===== src/hw/rtl/sgb_pkg.sv =====
// Shared types and constants for the spatial grid binning block.
// No dependencies.
package sgb_pkg;

    localparam int NUM_CELLS       = 256;
    localparam int BUCKET_CAPACITY = 16;
    localparam int COORD_FRAC_BITS = 4;
    localparam int CORNERS_N       = 4;
    localparam int CELL_W          = $clog2(NUM_CELLS);
    localparam int SLOT_W          = $clog2(BUCKET_CAPACITY);
    localparam int COUNT_W         = $clog2(BUCKET_CAPACITY + 1);
    localparam int ID_W            = 10;
    localparam int SIZE_W          = 12;
    localparam int COLS_W          = 9;
    localparam int COORD_W         = 16;
    localparam int HALF_W          = 15;
    localparam int CORNER_W        = 18;
    localparam int DIV_W           = SIZE_W + COORD_FRAC_BITS;
    localparam int QUO_W           = CORNER_W;
    localparam int IDX_W           = 32;
    localparam int QDEPTH          = 4;
    localparam int QPTR_W          = $clog2(QDEPTH);

    localparam logic [1:0] OP_REGISTER = 2'd0;
    localparam logic [1:0] OP_QUERY    = 2'd1;
    localparam logic [1:0] OP_CLEAR    = 2'd2;

    localparam logic CFG_CELL_SIZE = 1'b0;
    localparam logic CFG_COLUMNS   = 1'b1;

    // One queued job: a bucket to visit, or a marker for the item's end.
    typedef struct packed {
        logic [1:0]        op;
        logic [ID_W-1:0]   id;
        logic              has_cell;
        logic [CELL_W-1:0] bucket;
        logic              item_end;
    } job_t;

endpackage


===== src/hw/rtl/sgb_queue.sv =====
// Short job queue between front and back ends. Uses sgb_pkg.
module sgb_queue
    import sgb_pkg::*;
(
    input  logic clk,
    input  logic rst_n,
    input  logic in_valid,
    input  job_t in_job,
    output logic in_ready,
    output logic out_valid,
    output job_t out_job,
    input  logic out_take
);

    job_t            mem_reg [QDEPTH-1:0];
    logic [QPTR_W:0] wr_reg, rd_reg;

    assign in_ready  = (wr_reg - rd_reg) != (QPTR_W+1)'(QDEPTH);
    assign out_valid = wr_reg != rd_reg;
    assign out_job   = mem_reg[rd_reg[QPTR_W-1:0]];

    always_ff @(posedge clk)
    begin
        if (in_valid && in_ready)
            mem_reg[wr_reg[QPTR_W-1:0]] <= in_job;
    end

    always_ff @(posedge clk or negedge rst_n)
    begin
        if (!rst_n)
        begin
            wr_reg <= '0;
            rd_reg <= '0;
        end
        else
        begin
            if (in_valid && in_ready) wr_reg <= wr_reg + (QPTR_W+1)'(1);
            if (out_take && out_valid) rd_reg <= rd_reg + (QPTR_W+1)'(1);
        end
    end

endmodule


===== config.mk =====
export PLATFORM = sky130hd
export DESIGN_NAME = sgb_queue
export DESIGN_NICKNAME = d
export VERILOG_FILES = /design/src/hw/rtl/sgb_pkg.sv /design/src/hw/rtl/sgb_queue.sv
export SDC_FILE = /design/constraint.sdc
export NUM_CORES = 1
export LEC_CHECK = 0
export BUFFER_PORTS_ARGS = -buffer_cell sky130_fd_sc_hd__buf_4
export CORE_UTILIZATION = 53
export CTS_BUF_LIST = sky130_fd_sc_hd__clkbuf_8
export DETAILED_ROUTE_END_ITERATION = 16
export GPL_TIMING_DRIVEN = 0
export PLACE_DENSITY = 0.85
export SLEW_MARGIN = 20
export SYNTH_ARGS = -nofsm -noshare
export SYNTH_HDL_FRONTEND = slang
export SYNTH_SLANG_ARGS = --single-unit

===== constraint.sdc =====
create_clock -name clk -period 2.7 [get_ports clk]
set_input_delay 0.405 -clock clk [delete_from_list [all_inputs] [get_ports clk]]
set_output_delay 0.405 -clock clk [all_outputs]
set_load 0.005 [all_outputs]

==> results of run 1 <==
[worst paths after layout]
check / from / cells after the start / to
max: rd_reg[1] / 8 / mem_reg[1][11]
min: in_job[14] / 1 / mem_reg[0][14]
max reg2reg: rd_reg[1] / 8 / mem_reg[1][11]
min reg2reg: rd_reg[2] / 1 / rd_reg[2]
max in group asynchronous: rst_n / 2 / wr_reg[1]
min in group asynchronous: rst_n / 2 / wr_reg[0]
[cell usage in the layout (no fill, tap or decap), drive strengths merged]
cell / count
inv: 7
buf: 54
edfxtp: 88
nor2b: 1
clkinv: 1
and2: 3
nand3: 3
nand2: 2
clkinvlp: 3
xnor2: 5
mux2: 2
clkbuf: 11
dlygate4sd3: 1
xor2: 1
a31oi: 2
ha: 7
mux4: 22
dfrtp: 6
[worst register-to-register path, delay by kind of cell (launching register included)]
| kind | cells | cell delay, ns |
|---|---|---|
| flops | 1 | 0.52 |
| simple gates | 2 | 0.47 |
| xor+xnor | 1 | 0.15 |
| fa+ha+maj | 1 | 0.17 |
| compound gates | 1 | 0.30 |
| buf+inv | 3 | 0.55 |
[kinds of logic (layout without fill, tap and decap cells)]
group / after synthesis / in the layout / share of synthesized area
simple gates: 9 / 9 / 0.0132
compound gates: 2 / 2 / 0.00940
mux: 24 / 24 / 0.145
xor+xnor: 6 / 6 / 0.0188
fa+ha+maj: 7 / 7 / 0.0244
buf+inv: 10 / 77 / 0.0115
flops: 94 / 94 / 0.777
[layer usage]
layer | part of all wire | vias up | wire length, um | global-route usage
met5 | 0 | - | 0 | 0
li1 | - | 745 | - | -
met4 | 0.0023 | 0 | 13 | 0.0329
met3 | 0.063 | 2 | 351 | 0.0590
met1 | 0.39 | 823 | 2180 | 0.210
met2 | 0.54 | 54 | 3020 | 0.311
[per-stage QoR]
step	setup TNS [ns]	setup WS [ns]
5_1_grt	0	0.0891
2_1_floorplan	0	0.0518
3_3_place_gp	-57.23	-0.694
6_report	0	0.247
4_1_cts	0	0.120
3_5_place_dp	-36.62	-0.683
[report_power, final]
group          internal (W)  switching, W
combinational      0.000944      0.000814
clock              0.000335      0.000457
sequential          0.00199      0.000125
[area by class of cell]
class | instances | area, sq um
Buffer | 5 | 26.3
Clock buffer | 9 | 124
Clock inverter | 7 | 48.8
Tap cell | 77 | 96.3
Sequential cell | 94 | 2790
Fill cell | 444 | 2160
Inverter | 4 | 15.0
Multi-Input combinational cell | 48 | 774
Timing Repair Buffer | 52 | 420
[what timing repair did]
item | 4_1_cts | 5_1_grt
endpoints found under the setup margin | 68 | 6
gates resized for setup | 7 | 1
hold endpoints to repair | 6 | 0
hold buffers | 1 | 0
==> flow_summary_export.csv, run 1 <==
group,metric,value,unit
worst_setup_path,crit_path_cell_trace,"clkbuf_4 > inv_1 > ha_1 > nor2b_1 > xnor2_2 > a31oi_4 > and2_4 > buf_8",
worst_setup_path,rrSetupSlack,0.25,ns
die,io_pins,50,
place,placed_area,4110,sq um
grt,antenna_found_initial,0,
worst_setup_path,crit_type,"reg -> reg",
place,portBuffers,49,
finish,fin_cells,296,
grt,gr-total-overflow,0,
detailed_routing,vias,1624,
detailed_routing,drtPass1Iterations,10,
synth,ys_top_cells_by_area,"edfxtp_1, mux4_2, dfrtp_1",
run,cap_violations,0,
worst_setup_path,crit_family,"buffers and inverters",
finish,syn_to_final_growth,19.6,%
synth,syn_area_per_cell,23.6,sq um
die,die_h,84.3,um
clocking,cts_setup_buffers,0,
clocking,cts_max_path_buffers,2,
sta,hold_violations,0,
power,power.density,1090,nW/um^2
sta,slew_viol_final,0,
synth,syn_area,3590,sq um
sta,tightest_slew,0.667,ns
clocking,clock_latency,0.34,ns
sta,fin_hold_ws,0.255,ns
worst_setup_path,worst-path-max-fanout,15,
sta,finalSetupViolations,0,
detailed_routing,drtIter0Drc,90,
clocking,clk_pin_slew_worst_paths,0.09,ns
die,die_w,84.3,um
clocking,cts_sinks,94,
power,peakVddDrop,0.899,mV
worst_setup_path,critPathCaptureType,"flip-flop",
place,place_inst,280,
grt,grt_pass1_wl,8.93,mm
sta,max_freq,408,MHz
status,status,"finished with violations",
synth,yosys_warnings,0,
finish,layout.nets,247,
worst_setup_path,crit_slowest_cell,"dfrtp_1",
grt,grt_pass1_vias,1764,
synth,seq_area_frac_synth,0.777,
power,power_leakage,1.52,nW
detailed_routing,drc,8,
sta,post-route-min-period,2.45,ns
detailed_routing,ant_nets,0,
synth,synth.most_common_cell,"edfxtp_1",
synth,syn_inst,152,
die,num_rows,29,
clocking,cts_made_buffers,9,
grt,grt_max_degree,23,
synth,synthArstFlopShare,0.0638,
finish,largest_reg_flops,88,
worst_setup_path,worstPathArrival,2.50,ns
finish,fin_util,0.665,
clocking,h-tree-depth,3,
place,gp_congestion,0.689,
sta,slew_headroom,0.555,
worst_setup_path,max_stage_delay,0.52,ns
detailed_routing,drt-vias-per-instance,5.49,
worst_setup_path,worst_setup_path_start_kind,"flip-flop",
synth,synth_flop_cell,"edfxtp_1",
synth,synth_common_cells,"edfxtp_1, mux4_2, ha_1",
worst_setup_path,path_buf_inv,3,
grt,grt_usage,0.175,
clocking,cts-root-buf,"clkbuf_8",
synth,yosys.cell_types.count,18,
synth,synth_top_area_cell,"edfxtp_1",
synth,synth_fp_nets,185,
finish,final_area,4300,sq um
min_path,hold_path.class,"in -> reg",
clocking,cts_tree,"yes",
die,coreArea,6460,sq um
status,violations,"design-rule violations",
detailed_routing,wire_per_inst,18.8,um
die,initial_core_util,0.556,
sta,post-route-period-util,0.909,
sta,skew,0.00663,ns
worst_setup_path,required,2.75,ns
place,hpwl,3.81,mm
die,dieArea,7110,sq um
finish,drive_gt1_frac,0.461,
finish,num_antenna_cells,0,
synth,ys_ff_latch,94,
sta,rsz0062_at_grt,"no",
synth,synth-edff-count,88,
power,power,0.00467,W
synth,netlist.area_leader.share,0.736,
detailed_routing,routed_wl,5.57,mm
No activity file was read; power rests on OpenSTA's default activity.
==> inputs of run 2 (changes only) <==
Settings changed: CORE_UTILIZATION 53 to 59, CTS_CLUSTER_DIAMETER set to 100, PLACE_DENSITY 0.85 to 0.9.
Clock period 2.7 ns to 2.43 ns, I/O delays scaled along.
==> flow_summary_export.csv, run 2 (synthesis results as in run 1) <==
group,metric,value,unit
power,peakVddDrop,1.09,mV
sta,finalSetupViolations,0,
worst_setup_path,required,2.07,ns
sta,timing.final.ws_setup,0.0879,ns
sta,tightest_slew,0.701,ns
min_path,hold_path.class,"in -> reg",
run,cap_violations,0,
min_path,holdPathStages,1,
worst_setup_path,worst_setup_path_start_kind,"flip-flop",
finish,largest_reg_flops,88,
finish,drive_gt1_frac,0.471,
place,post-place-ws,-0.590,ns
die,dieArea,6400,sq um
detailed_routing,drtPass1Iterations,4,
grt,grt_max_degree,16,
finish,syn_to_final_growth,21.5,%
place,gp_congestion,0.682,
min_path,min_to,"mem_reg[1][11]",
grt,grt_pass1_wl,9.66,mm
worst_setup_path,r2r_start,"rd_reg[1]",
status,status,"finished, final reports clean",
detailed_routing,drc,0,
die,io_pins,50,
place,portBuffers,49,
clocking,cts_made_buffers,9,
sta,max_freq,427,MHz
finish,num_antenna_cells,0,
detailed_routing,vias,1721,
die,initial_core_util,0.610,
finish,final_common_cell,"edfxtp_1",
die,coreArea,5890,sq um
clocking,clk_pin_slew_worst_paths,0.09,ns
clocking,cts-root-buf,"clkbuf_8",
sta,post-route-period-util,0.964,
power,power.density,1290,nW/um^2
worst_setup_path,reg2reg_depth,7,
worst_setup_path,rrSetupSlack,0.12,ns
power,power_leakage,1.55,nW
clocking,cts_tree,"yes",
worst_setup_path,worst-path-max-fanout,10,
detailed_routing,ant_nets,0,
sta,hold_violations,0,
sta,skew,0.0105,ns
sta,slew_viol_final,0,
die,die_h,80.0,um
clocking,h-tree-depth,3,
detailed_routing,wire_per_inst,21.8,um
detailed_routing,routed_wl,6.48,mm
detailed_routing,drtIter0Drc,156,
sta,rsz0062_at_grt,"no",
grt,gr-total-overflow,0,
finish,layout.nets,251,
power,power,0.00561,W
sta,slew_headroom,0.532,
grt,antenna_found_initial,0,
worst_setup_path,critPathCaptureType,"output pin",
worst_setup_path,crit_type,"reg -> out",
detailed_routing,drt-vias-per-instance,5.78,
finish,layout_common_cells,"edfxtp_1, buf_4, mux4_2, clkbuf_8",
min_path,worstHoldStart,"in_job[11]",
worst_setup_path,regToRegEndpoint,"mem_reg[0][8]",
clocking,cts_sinks,94,
clocking,cts_max_path_buffers,2,
sta,post-route-min-period,2.34,ns
clocking,clock_latency,0.36,ns
grt,grt_pass1_vias,1829,
die,die_w,80.0,um
die,num_rows,28,
place,hpwl,3.83,mm
worst_setup_path,worstPathArrival,1.98,ns
grt,grt_usage,0.224,
## run 2: final cells by class
class	instances	area, sq um
Fill cell	345	1520
Multi-Input combinational cell	52	825
Tap cell	75	93.8
Sequential cell	94	2790
Buffer	5	31.3
Clock buffer	9	124
Inverter	4	15.0
Clock inverter	7	88.8
Timing Repair Buffer	52	393
## run 2: metal layers
metal | routed length (um) | track usage | part of all wire | up-vias
li1 | - | - | - | 761
met1 | 2590 | 0.294 | 0.40 | 883
met2 | 3400 | 0.368 | 0.52 | 72
met3 | 407 | 0.0651 | 0.063 | 5
met4 | 87 | 0.0661 | 0.013 | 0
met5 | 0 | 0 | 0 | -
## run 2: worst max-delay path by stage
stage / start / cells after the start / to
2_1_floorplan: rd_reg[1] / 8 / mem_reg[0][0]
4_1_cts: rd_reg[0] / 4 / out_job[11]
6_report: rd_reg[1] / 3 / out_job[12]
3_5_place_dp: rd_reg[1] / 8 / mem_reg[2][9]
3_3_place_gp: rd_reg[1] / 8 / mem_reg[0][9]
5_1_grt: rd_reg[0] / 4 / out_job[5]
## run 2: stage by stage
step / hold slack, ns / std cells / utilization / setup TNS, ns / area (sq um)
final: 0.199 / 298 / 0.741 / 0 / 4360
after global routing: 0.186 / 298 / 0.741 / 0 / 4360
after CTS: 0.196 / 296 / 0.738 / -0.140 / 4340
after detailed placement: 0.181 / 276 / 0.691 / -50.41 / 4070
after global placement: 0.179 / 276 / 0.691 / -44.39 / 4070
after floorplan: 0.0689 / 152 / - / -0.434 / 3600
## run 2: power breakdown
group          switching [W]  total, W  leakage (nW)  internal, W
Clock               0.000513   0.00109         0.106     0.000572
Combinational        0.00104   0.00216         0.566      0.00113
Sequential          0.000149   0.00237         0.875      0.00222
Total                0.00170   0.00561          1.55      0.00392
## run 2: critical path, cell delays in order (launching register included)
cell and delay (ns):
dfrtp_2 0.46, clkbuf_1 0.56, mux4_2 0.43, buf_4 0.15
## run 2: what timing repair did
| action | CTS | global route |
|---|---|---|
| gates cloned | 4 | 0 |
| endpoints found under the setup margin | 111 | 87 |
| setup buffers | 0 | 2 |
| endpoints found under the hold margin | 6 | 0 |
| gates resized for setup | 10 | 4 |
| pin swaps | 4 | 1 |
| hold buffers | 1 | 0 |
