`config.mk`:
```
export PLATFORM = sky130hd
export DESIGN_NAME = sgb_front
export DESIGN_NICKNAME = d
export VERILOG_FILES = /design/src/hw/rtl/sgb_pkg.sv /design/src/hw/rtl/sgb_front.sv
export SDC_FILE = /design/constraint.sdc
export NUM_CORES = 1
export LEC_CHECK = 0
export BUFFER_PORTS_ARGS = -buffer_cell sky130_fd_sc_hd__buf_2
export CORE_MARGIN = 1
export CORE_UTILIZATION = 39
export CTS_BUF_LIST = sky130_fd_sc_hd__clkbuf_4
export DETAILED_ROUTE_END_ITERATION = 8
export GPL_ROUTABILITY_DRIVEN = 0
export PLACE_DENSITY = 0.58
export SYNTH_ARGS = -nofsm -noshare
export SYNTH_HDL_FRONTEND = slang
export SYNTH_SLANG_ARGS = --single-unit
```
`constraint.sdc`:
```
create_clock -name clk -period 18.1 [get_ports clk]
set_input_delay 1.81 -clock clk [delete_from_list [all_inputs] [get_ports clk]]
set_output_delay 1.81 -clock clk [all_outputs]
set_load 0.02 [all_outputs]
```
`src/hw/rtl/sgb_pkg.sv`:
```
// Shared types and constants for the spatial grid binning block.
// No dependencies.
package sgb_pkg;

    localparam int NUM_CELLS       = 256;
    localparam int BUCKET_CAPACITY = 16;
    localparam int COORD_FRAC_BITS = 4;
    localparam int CORNERS_N       = 4;
    localparam int CELL_W          = $clog2(NUM_CELLS);
    localparam int SLOT_W          = $clog2(BUCKET_CAPACITY);
    localparam int COUNT_W         = $clog2(BUCKET_CAPACITY + 1);
    localparam int ID_W            = 10;
    localparam int SIZE_W          = 12;
    localparam int COLS_W          = 9;
    localparam int COORD_W         = 16;
    localparam int HALF_W          = 15;
    localparam int CORNER_W        = 18;
    localparam int DIV_W           = SIZE_W + COORD_FRAC_BITS;
    localparam int QUO_W           = CORNER_W;
    localparam int IDX_W           = 32;
    localparam int QDEPTH          = 4;
    localparam int QPTR_W          = $clog2(QDEPTH);

    localparam logic [1:0] OP_REGISTER = 2'd0;
    localparam logic [1:0] OP_QUERY    = 2'd1;
    localparam logic [1:0] OP_CLEAR    = 2'd2;

    localparam logic CFG_CELL_SIZE = 1'b0;
    localparam logic CFG_COLUMNS   = 1'b1;

    // One queued job: a bucket to visit, or a marker for the item's end.
    typedef struct packed {
        logic [1:0]        op;
        logic [ID_W-1:0]   id;
        logic              has_cell;
        logic [CELL_W-1:0] bucket;
        logic              item_end;
    } job_t;

endpackage

```
`src/hw/rtl/sgb_front.sv`:
```
// Front end: corner generation, floor division by the cell size and
// cell index building with duplicate removal. Uses sgb_pkg.
module sgb_front
    import sgb_pkg::*;
(
    input  logic                      clk,
    input  logic                      rst_n,
    input  logic                      start,
    output logic                      busy,
    input  logic [1:0]                op,
    input  logic [ID_W-1:0]           entity_id,
    input  logic signed [COORD_W-1:0] center_x,
    input  logic signed [COORD_W-1:0] center_y,
    input  logic [HALF_W-1:0]         half_width,
    input  logic [HALF_W-1:0]         half_height,
    input  logic [SIZE_W-1:0]         cell_size,
    input  logic [COLS_W-1:0]         grid_columns,
    output logic                      job_valid,
    output job_t                      job,
    input  logic                      job_ready
);

    typedef enum logic [5:0] {
        S_IDLE = 6'b000001,
        S_LOAD = 6'b000010,
        S_DIV  = 6'b000100,
        S_IDX  = 6'b001000,
        S_EMIT = 6'b010000,
        S_END  = 6'b100000
    } state_t;

    state_t state_reg, state_next;

    logic [1:0]                 op_reg;
    logic [ID_W-1:0]            id_reg;
    logic signed [CORNER_W-1:0] xmin_reg, xmax_reg, ymin_reg, ymax_reg;
    logic [DIV_W-1:0]           d_reg;
    logic [COLS_W-1:0]          cols_reg;
    logic [1:0]                 corner_reg;
    logic                       axis_reg;   // 0 x, 1 y
    logic [4:0]                 bit_reg;
    logic [CORNER_W-1:0]        mag_reg;
    logic                       neg_reg;
    logic [DIV_W-1:0]           rem_reg;
    logic [QUO_W-1:0]           quo_reg;
    logic signed [QUO_W:0]      qx_reg;
    logic signed [QUO_W:0]      qy_reg;
    logic                       cand_ok_reg;
    logic [CELL_W-1:0]          cand_reg;
    logic [CELL_W-1:0]          taken_reg [CORNERS_N-1:0];
    logic [2:0]                 ntaken_reg;

    logic signed [CORNER_W-1:0] sel_coord;
    logic                       sel_neg;
    logic [CORNER_W-1:0]        sel_abs;
    logic [DIV_W:0]             rem_shift;
    logic [DIV_W:0]             rem_sub;
    logic                       rem_ge;
    logic [QUO_W-1:0]           quo_fin;
    logic [QUO_W:0]             quo_ext;
    logic [QUO_W:0]             quo_up;
    logic signed [QUO_W:0]      q_fin;
    logic signed [IDX_W-1:0]    idx;
    logic                       dup;

    always_comb
    begin
        unique case (corner_reg)
            2'd0: sel_coord = axis_reg ? ymin_reg : xmin_reg;
            2'd1: sel_coord = axis_reg ? ymin_reg : xmax_reg;
            2'd2: sel_coord = axis_reg ? ymax_reg : xmax_reg;
            default: sel_coord = axis_reg ? ymax_reg : xmin_reg;
        endcase
    end

    assign sel_neg = sel_coord[CORNER_W-1];
    assign sel_abs = sel_neg ? CORNER_W'(-sel_coord) : CORNER_W'(sel_coord);

    // restoring division, one quotient bit per cycle
    assign rem_shift = {rem_reg, mag_reg[bit_reg]};
    assign rem_ge    = rem_shift >= {1'b0, d_reg};
    assign rem_sub   = rem_ge ? rem_shift - {1'b0, d_reg} : rem_shift;
    assign quo_fin   = {quo_reg[QUO_W-2:0], rem_ge};

    // floor of a negative dividend: -(q) minus one when the remainder is non-zero
    assign quo_ext = {1'b0, quo_fin};
    assign quo_up  = quo_ext + {{QUO_W{1'b0}}, (rem_sub != '0)};
    assign q_fin   = neg_reg ? -$signed(quo_up) : $signed(quo_ext);

    assign idx = IDX_W'(qx_reg) + IDX_W'(qy_reg) * IDX_W'($signed({1'b0, cols_reg}));

    always_comb
    begin
        dup = 1'b0;
        for (int k = 0; k < CORNERS_N; k++)
            if (3'(k) < ntaken_reg && taken_reg[k] == cand_reg)
                dup = 1'b1;
    end

    always_comb
    begin
        state_next = state_reg;
        unique case (state_reg)
            S_IDLE:
            begin
                if (start)
                begin
                    if (op == OP_REGISTER || op == OP_QUERY)
                        state_next = S_LOAD;
                    else
                        state_next = S_END;
                end
            end
            S_LOAD: state_next = S_DIV;
            S_DIV:
            begin
                if (bit_reg == 5'd0)
                begin
                    if (axis_reg)
                        state_next = S_IDX;
                    else
                        state_next = S_LOAD;
                end
            end
            S_IDX:  state_next = S_EMIT;
            S_EMIT:
            begin
                if (!cand_ok_reg || dup || job_ready)
                begin
                    if (corner_reg == 2'd3)
                        state_next = S_END;
                    else
                        state_next = S_LOAD;
                end
            end
            S_END:  if (job_ready) state_next = S_IDLE;
            default: state_next = S_IDLE;
        endcase
    end

    always_ff @(posedge clk or negedge rst_n)
    begin
        if (!rst_n)
            state_reg <= S_IDLE;
        else
            state_reg <= state_next;
    end

    always_ff @(posedge clk)
    begin
        unique case (state_reg)
            S_IDLE:
            begin
                op_reg     <= op;
                id_reg     <= entity_id;
                xmin_reg   <= CORNER_W'(center_x) - CORNER_W'(half_width);
                xmax_reg   <= CORNER_W'(center_x) + CORNER_W'(half_width);
                ymin_reg   <= CORNER_W'(center_y) - CORNER_W'(half_height);
                ymax_reg   <= CORNER_W'(center_y) + CORNER_W'(half_height);
                d_reg      <= {((cell_size == '0) ? SIZE_W'(1) : cell_size),
                               {COORD_FRAC_BITS{1'b0}}};
                cols_reg   <= grid_columns;
                corner_reg <= 2'd0;
                axis_reg   <= 1'b0;
                ntaken_reg <= 3'd0;
            end
            S_LOAD:
            begin
                // take the coordinate's magnitude and sign for the next division
                mag_reg <= sel_abs;
                neg_reg <= sel_neg;
                rem_reg <= '0;
                quo_reg <= '0;
                bit_reg <= 5'(CORNER_W - 1);
            end
            S_DIV:
            begin
                rem_reg <= rem_sub[DIV_W-1:0];
                quo_reg <= quo_fin;
                bit_reg <= bit_reg - 5'd1;
                if (bit_reg == 5'd0)
                begin
                    if (axis_reg)
                        qy_reg <= q_fin;
                    else
                        qx_reg <= q_fin;
                    axis_reg <= ~axis_reg;
                end
            end
            S_IDX:
            begin
                cand_ok_reg <= (idx >= 0) && (idx < IDX_W'(NUM_CELLS));
                cand_reg    <= idx[CELL_W-1:0];
            end
            S_EMIT:
            begin
                if (state_next != S_EMIT)
                begin
                    if (cand_ok_reg && !dup)
                    begin
                        taken_reg[ntaken_reg[1:0]] <= cand_reg;
                        ntaken_reg <= ntaken_reg + 3'd1;
                    end
                    corner_reg <= corner_reg + 2'd1;
                end
            end
            default: ;
        endcase
    end

    assign busy      = (state_reg != S_IDLE);
    assign job_valid = (state_reg == S_END) ||
                       (state_reg == S_EMIT && cand_ok_reg && !dup);
    always_comb
    begin
        job.op       = op_reg;
        job.id       = id_reg;
        job.has_cell = (state_reg == S_EMIT);
        job.bucket   = cand_reg;
        job.item_end = (state_reg == S_END);
    end

endmodule

```
==> results by group <==
Placement
  • Cell count after placement: 2803
  • Port Buffers: 122
  • DP Worst Slack: 10.86 ns
  • Detailed Place HPWL: 36400 um

STA
  • Setup_tns: 0 ns
  • F_max: 137 MHz
  • Slew @ Worst Pin: 0.909 ns
  • RSZ-0062 raised after global routing: false
  • Setup violators final: 0
  • Minimum clock period: 7.29 ns
  • Final Skew: 0.0759 ns
  • Hold Violations, Final: 0
  • Slew HR: 0.392
  • Worst setup margin: 10.81 ns
  • Max Slew Vio Count: 0
  • Final worst-path cycle share: 0.403

Cells and area
  • Layout Utilization: 0.435
  • Final cell count without fillers: 2931
  • Most common cell after layout, fill and taps aside: inv_1
  • Commonest cells after routing, fill and taps aside: inv_1, edfxtp_1, fa_1
  • Final net count: 2626
  • Area delta synth->final: 10.2%
  • Max FFs per register: 32
  • Share of post-route cells with drive strength above 1: 0.123

Synth
  • Yosys top cell area share: 0.341
  • Seq/Total Area, Yosys: 0.348
  • Mapped Nets: 2494
  • Flops & latches, synth: 247
  • Top_reg_cell synth: edfxtp_1
  • Most area-hungry cell type in the Yosys netlist: edfxtp_1
  • Post-Syn Area: 21200 sq um
  • Post-synth cell types: 67
  • Post-synth EDFFs: 241
  • Syn avg cell area: 10.4 sq um
  • Post-synth ARST share: 0.0243
  • Area contributors post-synth: edfxtp_1, fa_1, ha_1
  • Synth warnings: 0
  • Synthesized instance count: 2048

Route
  • Initial drt markers: 1046
  • Routed Antenna Nets: 0
  • WL/cell: 15.9 um
  • Final WL: 46700 um
  • Vias: 15100
  • DR pass1 iterations: 5
  • Drt drc: 0
  • Vias per cell: 5.15

CTS
  • Clock Latency Late Sink: 0.77 ns
  • # clock sinks: 247
  • Num CTS Buffers: 71
  • Clock root cell: clkbuf_4
  • Clk slew on worst S/H paths: 0.07 ns
  • # hold bufs at CTS: 0
  • H-tree Lvls: 3
  • Setup Fix Bufs, Post-CTS: 0
  • Clock Tree Buf Depth: 3
  • Resized cells post-CTS: 0
  • TritonCTS clock tree: built

Floorplan
  • Initial Util: 0.394
  • Die width: 235 um
  • Io pins: 123
  • Std-Cell Rows: 85
  • Die area: 55400 sq um
  • Die height: 235 um
  • CORE AREA: 53800 sq um

Worst setup path
  • Worst R2R Path Depth: 19
  • CP Max Fanout: 19
  • Data arrival, critical path: 7.86 ns
  • WP data required: 18.67 ns
  • Worst Setup End Kind: flip-flop
  • Critical path class: flip-flop to flip-flop
  • Critical Path Start Type: flip-flop

Hold path
  • Min-Delay Path Class: flip-flop to flip-flop
  • Worst hold stages: 1

GRT
  • Pin count of the biggest net entering global routing: 72
  • GR Util All Layers: 0.173
  • Antenna violations before repair: 3
  • First-pass GRT wire length: 77600 um
  • Global route overflow: 0
  • Vias in the first global route: 15200

Run
  • Total of max-cap violations: 0

Status
  • Status: finished, final reports clean
## worst paths after layout
| path | from | end | slack, ns |
|---|---|---|---|
| max in group asynchronous | rst_n | state_reg[0] | 17.03 |
| min | rem_reg[2] | rem_reg[3] | 0.56 |
| max | cols_reg[1] | cand_ok_reg | 10.81 |
| min reg2reg | rem_reg[2] | rem_reg[3] | 0.56 |
| min in group asynchronous | rst_n | state_reg[2] | 0.85 |
| max reg2reg | cols_reg[1] | cand_ok_reg | 10.81 |
## worst max-delay path, stage by stage, from the launching register on
cell and delay, ns:
edfxtp_1 0.74, nand2_1 0.20, inv_1 0.16, fa_1 0.59, fa_1 0.62, fa_1 0.45
fa_1 0.55, inv_1 0.06, fa_1 0.53, inv_1 0.04, ha_1 0.43, o21ai_0 0.15
nand3_1 0.10, o2111ai_1 0.11, or4_1 0.51, or4_1 0.47, a41o_1 0.21, or4_1 0.48
or4_1 0.43, nor4b_2 0.28
## metal layers
metal / routed length, um / vias to the layer above / track usage / part of all wire
met4: 816 / 0 / 0.0543 / 0.017
met1: 23200 / 7332 / 0.251 / 0.50
li1: - / 7337 / - / -
met3: 2150 / 72 / 0.0294 / 0.046
met2: 20500 / 368 / 0.262 / 0.44
met5: 0 / - / 0 / 0
## area by class of cell
type	count	area, sq um
Clock inverter	26	151
Fill cell	5175	30400
Timing Repair Buffer	131	678
Inverter	277	1040
Multi-Input combinational cell	1452	12500
Antenna cell	4	10.0
Clock buffer	98	736
Sequential cell	247	7390
Tap cell	696	871
## metrics by stage
stage	cell area, sq um	hold slack [ns]
global placement	22500	0.546
CTS	23400	0.564
finish	23400	0.561
floorplan	21200	0.526
global route	23400	0.589
detailed placement	22500	0.549
## synthesized netlist by cell type, types with 11 or more instances
library cell and instances:
nand2b_1 16, or2_2 12, and2_1 121, ha_1 170, edfxtp_1 241, nor3_1 40
a211oi_1 12, clkbuf_1 68, fa_1 177, nand4_1 12, o21bai_1 13, or3_1 19
nor2b_1 20, xor2_1 51, nor2_1 115, nor4_1 17, a21oi_1 87, nand3_1 35
a21o_1 18, inv_1 277, mux2i_1 17, nand2_1 149, and3_1 11, o21ai_0 72
a22oi_1 15, or4_1 12, xnor2_1 83
## logic make-up (layout without fill, tap and decap cells)
kind of cell / Yosys count / count (layout) / share of synthesized area
AOI/OAI and AO/OA: 342 / 342 / 0.106
xor gates and xnor gates: 134 / 134 / 0.0553
adders and majority gates: 347 / 347 / 0.267
buffers and inverters: 349 / 532 / 0.0621
DFF: 247 / 247 / 0.348
muxes: 32 / 32 / 0.0186
other: 1 / 5 / 0.000177
and+or+nand+nor: 596 / 596 / 0.142
Power is not shown: default switching activity piles up to over one toggle a cycle in this logic, so the estimate is an artifact.
